$ cat src/design/mftt_pkg.sv
`default_nettype none
// ----------------------------------------------------------------------------
// mftt_pkg
// Shared widths, register indexes and constants of the motor feedback turn
// tracker.
// ----------------------------------------------------------------------------
package mftt_pkg;

  localparam int DefNumMotors = 7;
  localparam int MaskBits     = 7;

  localparam int IdW     = 11;
  localparam int ByteW   = 8;
  localparam int IdxW    = 3;
  localparam int EncW    = 16;
  localparam int TurnW   = 16;
  localparam int AngleW  = 25;
  localparam int CfgIdxW = 1;
  localparam int CfgDataW = 11;

  // packed stream widths, rounded up to whole bytes
  localparam int InDataW  = 72;
  localparam int OutDataW = 104;

  // register indexes
  localparam logic [CfgIdxW-1:0] REG_ID_BASE     = 1'd0;
  localparam logic [CfgIdxW-1:0] REG_ACCEPT_MASK = 1'd1;

  localparam logic [IdW-1:0]      ID_BASE_RESET     = 11'd513;
  localparam logic [MaskBits-1:0] ACCEPT_MASK_RESET = 7'd95;

  localparam logic signed [EncW:0]    JUMP_POS = 17'sd4096;
  localparam logic signed [EncW:0]    JUMP_NEG = -17'sd4096;
  localparam logic signed [TurnW-1:0] TURN_MAX = 16'sh7fff;
  localparam logic signed [TurnW-1:0] TURN_MIN = 16'sh8000;

  // output field offsets inside m_tdata
  localparam int OFS_IDX   = 0;
  localparam int OFS_ENC   = 3;
  localparam int OFS_SPEED = 19;
  localparam int OFS_CURR  = 35;
  localparam int OFS_TEMP  = 51;
  localparam int OFS_TURNS = 59;
  localparam int OFS_ANGLE = 75;

endpackage
`default_nettype wire

$ cat src/design/motor_feedback_turn_tracker.sv
`default_nettype none
// ----------------------------------------------------------------------------
// motor_feedback_turn_tracker
// Decodes motor feedback frames and keeps a saturating multi-turn count and
// angle for each motor.
// ----------------------------------------------------------------------------
// Takes one frame per clock cycle while m_tready does not stall the result,
// passing each through the input register and then the result register.
// The per-motor encoder and turn stores are updated in the same
// cycle the result register loads, so a frame directly following one for the
// same motor already sees the new state. Frames whose identifier is below
// id_base, whose index is not below NUM_MOTORS or seven, or whose accept_mask
// bit is clear are dropped without a result and without touching state.
// Angle is turns*360 + encoder*360/8192 in degrees, truncated.
module motor_feedback_turn_tracker
  import mftt_pkg::*;
#(
  parameter int NUM_MOTORS = DefNumMotors
) (
  input  wire logic                clk,
  input  wire logic                rst,
  // frame_id[10:0], byte0[18:11], byte1[26:19], byte2[34:27], byte3[42:35],
  // byte4[50:43], byte5[58:51], byte6[66:59], zero fill above
  input  wire logic [InDataW-1:0]  s_tdata,
  input  wire logic                s_tvalid,
  output logic                     s_tready,
  // motor_index[2:0], encoder[18:3], speed[34:19], current[50:35],
  // temperature[58:51], turns[74:59], angle[99:75], zero fill above
  output logic [OutDataW-1:0]      m_tdata,
  output logic                     m_tvalid,
  input  wire logic                m_tready,
  input  wire logic                cfg_we,
  input  wire logic [CfgIdxW-1:0]  cfg_index,
  input  wire logic [CfgDataW-1:0] cfg_data
);

  localparam int Depth  = (NUM_MOTORS < MaskBits) ? NUM_MOTORS : MaskBits;
  localparam int SlotW  = (Depth > 1) ? $clog2(Depth) : 1;

  logic [IdW-1:0]      id_base;
  logic [MaskBits-1:0] accept_mask;

  logic                in_vld;
  logic [InDataW-1:0]  in_data;

  logic [EncW-1:0]         prev_enc [Depth];
  logic signed [TurnW-1:0] turn_cnt [Depth];

  logic                    out_free;
  logic                    fire;
  logic [IdW-1:0]          fid;
  logic [IdW-1:0]          idx;
  logic                    hit;
  logic [SlotW-1:0]        slot;
  logic [EncW-1:0]         enc;
  logic signed [EncW:0]    diff;
  logic signed [TurnW-1:0] turns_now;
  logic signed [TurnW-1:0] turns_next;
  logic signed [AngleW-1:0] angle;
  logic [AngleW-1:0]       enc_scaled;

  // configuration
  always_ff @(posedge clk) begin
    if (rst) begin
      id_base     <= ID_BASE_RESET;
      accept_mask <= ACCEPT_MASK_RESET;
    end else if (cfg_we) begin
      case (cfg_index)
        REG_ID_BASE:     id_base     <= cfg_data[IdW-1:0];
        REG_ACCEPT_MASK: accept_mask <= cfg_data[MaskBits-1:0];
        default: ;
      endcase
    end
  end

  assign out_free = !m_tvalid || m_tready;
  assign fire     = in_vld && out_free;
  assign s_tready = !in_vld || out_free;

  // input register
  always_ff @(posedge clk) begin
    if (rst) begin
      in_vld <= 1'b0;
    end else if (s_tready) begin
      in_vld <= s_tvalid;
    end
  end

  always_ff @(posedge clk) begin
    if (s_tready && s_tvalid) begin
      in_data <= s_tdata;
    end
  end

  // decode and turn update
  assign fid  = in_data[IdW-1:0];
  assign idx  = fid - id_base;
  assign hit  = (fid >= id_base) && (idx < IdW'(Depth)) && accept_mask[idx[IdxW-1:0]];
  assign slot = idx[SlotW-1:0];
  assign enc  = {in_data[IdW+ByteW-1:IdW], in_data[IdW+2*ByteW-1:IdW+ByteW]};
  assign diff = $signed({1'b0, enc}) - $signed({1'b0, prev_enc[slot]});
  assign turns_now = turn_cnt[slot];

  always_comb begin
    turns_next = turns_now;
    if (diff > JUMP_POS) begin
      if (turns_now != TURN_MIN) turns_next = turns_now - 16'sd1;
    end else if (diff < JUMP_NEG) begin
      if (turns_now != TURN_MAX) turns_next = turns_now + 16'sd1;
    end
  end

  // turns*360 as shifts, encoder*360/8192 as a 16x9 product and a shift
  assign enc_scaled = (AngleW'(enc) * AngleW'(360)) >> 13;
  assign angle = (AngleW'(turns_next) <<< 8) + (AngleW'(turns_next) <<< 6)
               + (AngleW'(turns_next) <<< 5) + (AngleW'(turns_next) <<< 3)
               + $signed(enc_scaled);

  always_ff @(posedge clk) begin
    if (rst) begin
      for (int i = 0; i < Depth; i++) begin
        prev_enc[i] <= '0;
        turn_cnt[i] <= '0;
      end
    end else if (fire && hit) begin
      prev_enc[slot] <= enc;
      turn_cnt[slot] <= turns_next;
    end
  end

  // result register
  always_ff @(posedge clk) begin
    if (rst) begin
      m_tvalid <= 1'b0;
    end else if (out_free) begin
      m_tvalid <= in_vld && hit;
    end
  end

  always_ff @(posedge clk) begin
    if (fire && hit) begin
      m_tdata <= {4'd0, angle, turns_next,
                  in_data[IdW+7*ByteW-1:IdW+6*ByteW],
                  in_data[IdW+5*ByteW-1:IdW+4*ByteW],
                  in_data[IdW+6*ByteW-1:IdW+5*ByteW],
                  in_data[IdW+3*ByteW-1:IdW+2*ByteW],
                  in_data[IdW+4*ByteW-1:IdW+3*ByteW],
                  enc, idx[IdxW-1:0]};
    end
  end

endmodule
`default_nettype wire

$ cat config.mk
export PLATFORM = sky130hd
export DESIGN_NAME = motor_feedback_turn_tracker
export DESIGN_NICKNAME = d
export VERILOG_FILES = /design/src/design/mftt_pkg.sv /design/src/design/motor_feedback_turn_tracker.sv
export SDC_FILE = /design/constraint.sdc
export NUM_CORES = 1
export LEC_CHECK = 0
export BUFFER_PORTS_ARGS = -buffer_cell sky130_fd_sc_hd__buf_2
export CAP_MARGIN = 10
export CORE_ASPECT_RATIO = 0.8
export CORE_UTILIZATION = 30
export DETAILED_ROUTE_END_ITERATION = 8
export HOLD_SLACK_MARGIN = 0.03
export PLACE_DENSITY = 0.48
export REMOVE_ABC_BUFFERS = 1
export SLEW_MARGIN = 25
export SYNTH_ARGS = -nofsm -noshare
export SYNTH_HDL_FRONTEND = slang
export SYNTH_SLANG_ARGS = --single-unit
$ cat constraint.sdc
create_clock -name clk -period 25.5 [get_ports clk]
set_input_delay 2.55 -clock clk [delete_from_list [all_inputs] [get_ports clk]]
set_output_delay 2.55 -clock clk [all_outputs]
set_load 0.005 [all_outputs]
==> results.toml <==
[cts]
cts_tree = "built"
root_buffer = "clkbuf_16"
cts_resized = 0
clock_latency_ns = 0.59
clock-sinks = 443
clkTransAtPathRegs_ns = 0.06
cts_inserted_buffers = 50
htree_levels = 2
cts_hold_buf = 0
clockBufferDepth = 3
postCtsSetupBuffers = 0

[worst_setup_path]
cp_max_fo = 52
path_buf_inv = 6
slowest_stage = "fa_4"
path_class = "reg -> reg"
crit_required_ns = 25.83
max_stage_delay_ns = 1.17
cp.arrival_ns = 11.84
startpoint_type = "flop"
cpLargestDelayFamily = "adder cells"
cp-end-kind = "flop"

[floorplan]
dieArea_um2 = 75200
ioPinCount = 195
row_count = 88
dieWidth_um = 306
die_y_um = 246
start_util_pct = 30.6
coreArea_um2 = 72700

[detailed_routing]
routed_via_density = 4.81
antenna_left = 0
vias = 14100
wl_per_cell_um = 19.0
drt_pass1_iterations = 5
drtIter0Drc = 1060
drc = 0
wl_mm = 55.8

[yosys]
synth_compound_area_share_pct = 5.90
synthArstFlopShare_pct = 0
yosys-mux-area-fraction_pct = 8.33
synth_cell_types = 81
postSynthCellCount = 1712
syn_area_um2 = 22200
synth_fa_ha_area_share_pct = 11.6
synth_top_family_by_area = "adder cells"
ys_warn_count = 0
yosys.area_share.simple_pct = 10.6
synth.yosys.seq_area_share_pct = 57.5
synthFlopType = "edfxtp_1"
ys_ff_latch = 443
synth-edff-count = 391
synth_xor_area_share_pct = 1.77
synth.avg_cell_area_um2 = 13.0

[power_and_ir_drop]
power_frac_seq_pct = 31.5
intPower_mw = 1.82
power_switching_mw = 1.02
clock_power_share_pct = 25.0
sw_frac_of_total_pct = 35.8
max-vdd-ir-drop_uv = 87.6
powerDensity_nw_per_um2 = 108
combPwrFrac_pct = 43.5
cellLeakagePower_nw = 10.4
total_power_mw = 2.83

[timing]
fin_worst_skew_ns = 0.0151
slew_headroom_pct = 32.3
slew_violations = 0
min_period_over_period_pct = 45.1
finalSetupTns_ns = 0
fin_crit_ns = 11.50
tightestPinTransition_ns = 1.01
setup_viol = 0
max_freq_mhz = 86.9
hold_ws_ns = 0.415
finalHoldViolCount = 0
rsz0062_at_grt = "false"

[global_routing]
grt_max_degree = 102
antenna_found_initial = 0
grt_pass1_vias = 14500
grt_first_pass_wirelength_mm = 86.0
grt_overflow = 0
grt_usage_pct = 14.9

[placement]
place_area_um2 = 24500
place.gp.congestion = 0.813
hpwl_mm = 36.8
port_buffers = 185
dp_cells = 2841

[worst_hold_path]
hold_class = "reg -> reg"

[finish]
n_antenna_cell = 0
fin_nets = 2208
layout.cells.non_filler = 2935
fillers = 7126
drive_gt1_share_pct = 18.7
syn2layout_area_growth_pct = 17.5
final_cell_area_um2 = 26100

[flow_run]
drv_cap = 0

[status]
status = "complete, no violations"
-- cells in the mapped netlist, types with 15 or more instances --
library cell / number / area, µm²
a21oi_1: 66 / 330
mux4_2: 49 / 1100
inv_1: 167 / 627
a21o_1: 15 / 113
edfxtp_1: 391 / 11700
and2_1: 27 / 169
xor2_1: 16 / 140
mux4_1: 16 / 420
mux2i_1: 27 / 270
o21ai_0: 38 / 190
fa_1: 59 / 1180
nor2_1: 222 / 833
nand3_1: 50 / 250
clkbuf_1: 41 / 154
dfxtp_1: 52 / 1040
nand2_1: 114 / 428
ha_1: 112 / 1400
nor3_1: 26 / 130
xnor2_1: 29 / 254
-- per-stage QoR --
step / setup slack [ns] / utilization [%]
floorplan: 14.65 / -
CTS: 13.89 / 35.9
detailed placement: 13.96 / 33.7
finish: 14.00 / 36.0
global placement: 13.93 / 33.7
global route: 13.12 / 36.0
-- cell usage in the layout (no fill, tap or decap), types with 16 or more instances in the layout --
cell type | netlist | routed
edfxtp_1 | 391 | 391
ha_1 | 112 | 111
xnor2_1 | 29 | 28
mux4_1 | 16 | 16
mux2i_1 | 27 | 27
dfxtp_1 | 52 | 52
nor2_1 | 222 | 220
clkbuf_16 | 0 | 51
fa_1 | 59 | 58
buf_2 | 9 | 185
and2_1 | 27 | 26
mux4_2 | 49 | 49
a21oi_1 | 66 | 66
conb_1 | 1 | 36
inv_1 | 167 | 167
nand3_1 | 50 | 48
nor3_1 | 26 | 26
o21ai_0 | 38 | 38
buf_4 | 7 | 31
nand2_1 | 114 | 113
-- path summary, 6_finish.rpt --
path                                       startpoint                    end  slack (ns)  depth (start not counted)
worst max register to register   in_data[0]$_DFFE_PP_  m_tdata[99]$_DFFE_PP_       14.00                         36
worst min-delay path            in_data[61]$_DFFE_PP_  m_tdata[53]$_DFFE_PP_        0.42                          0
worst min register to register  in_data[61]$_DFFE_PP_  m_tdata[53]$_DFFE_PP_        0.42                          0
worst max-delay path             in_data[0]$_DFFE_PP_  m_tdata[99]$_DFFE_PP_       14.00                         36
-- worst reg2reg max path, delay by kind of cell, from the launching register on --
family	cells	cell delay [ns]
fa+ha+maj	7	3.18
xor+xnor	2	0.90
buf+inv	6	1.49
simple gates	7	1.36
mux	2	0.79
flops	1	0.37
compound gates	12	3.16
-- layer usage --
metal	routed length, µm	track usage, %
met5	0	0
met4	1260	3.88
met3	2620	2.34
met2	25100	23.4
met1	26900	21.4
-- flip-flops by register name, indices dropped and copies added, names as in the netlist --
signal	cells
in_vld	1
turn_cnt	128
prev_enc	128
accept_mask	7
in_data	67
m_tvalid	1
id_base	11
m_tdata	100
-- logic make-up (layout without fill, tap and decap cells) --
group,count (synthesis),after routing
AOI/OAI and AO/OA,204,204
xor gates and xnor gates,45,45
adders and majority gates,171,171
buffers and inverters,236,479
DFF,443,443
muxes,96,96
other,1,36
and+or+nand+nor,516,516
-- cell type report --
type | instances | area (µm²) | share of cell area (%)
Inverter | 168 | 631 | 2.41
Tap cell | 945 | 1180 | 4.52
Multi-Input combinational cell | 1068 | 8740 | 33.4
Clock inverter | 25 | 225 | 0.862
Timing Repair Buffer | 217 | 1180 | 4.51
Clock buffer | 69 | 1390 | 5.33
Sequential cell | 443 | 12800 | 48.9
-- power by group through the flow --
stage | Sequential, mW | Clock, mW | Combinational (mW)
floorplan | 0.904 | 0 | 0.935
global placement | 0.907 | 0 | 1.23
detailed placement | 0.908 | 0 | 1.25
CTS | 0.893 | 0.731 | 1.26
global route | 0.894 | 0.757 | 1.42
finish | 0.892 | 0.709 | 1.23
(Power assumes the default switching activity.)
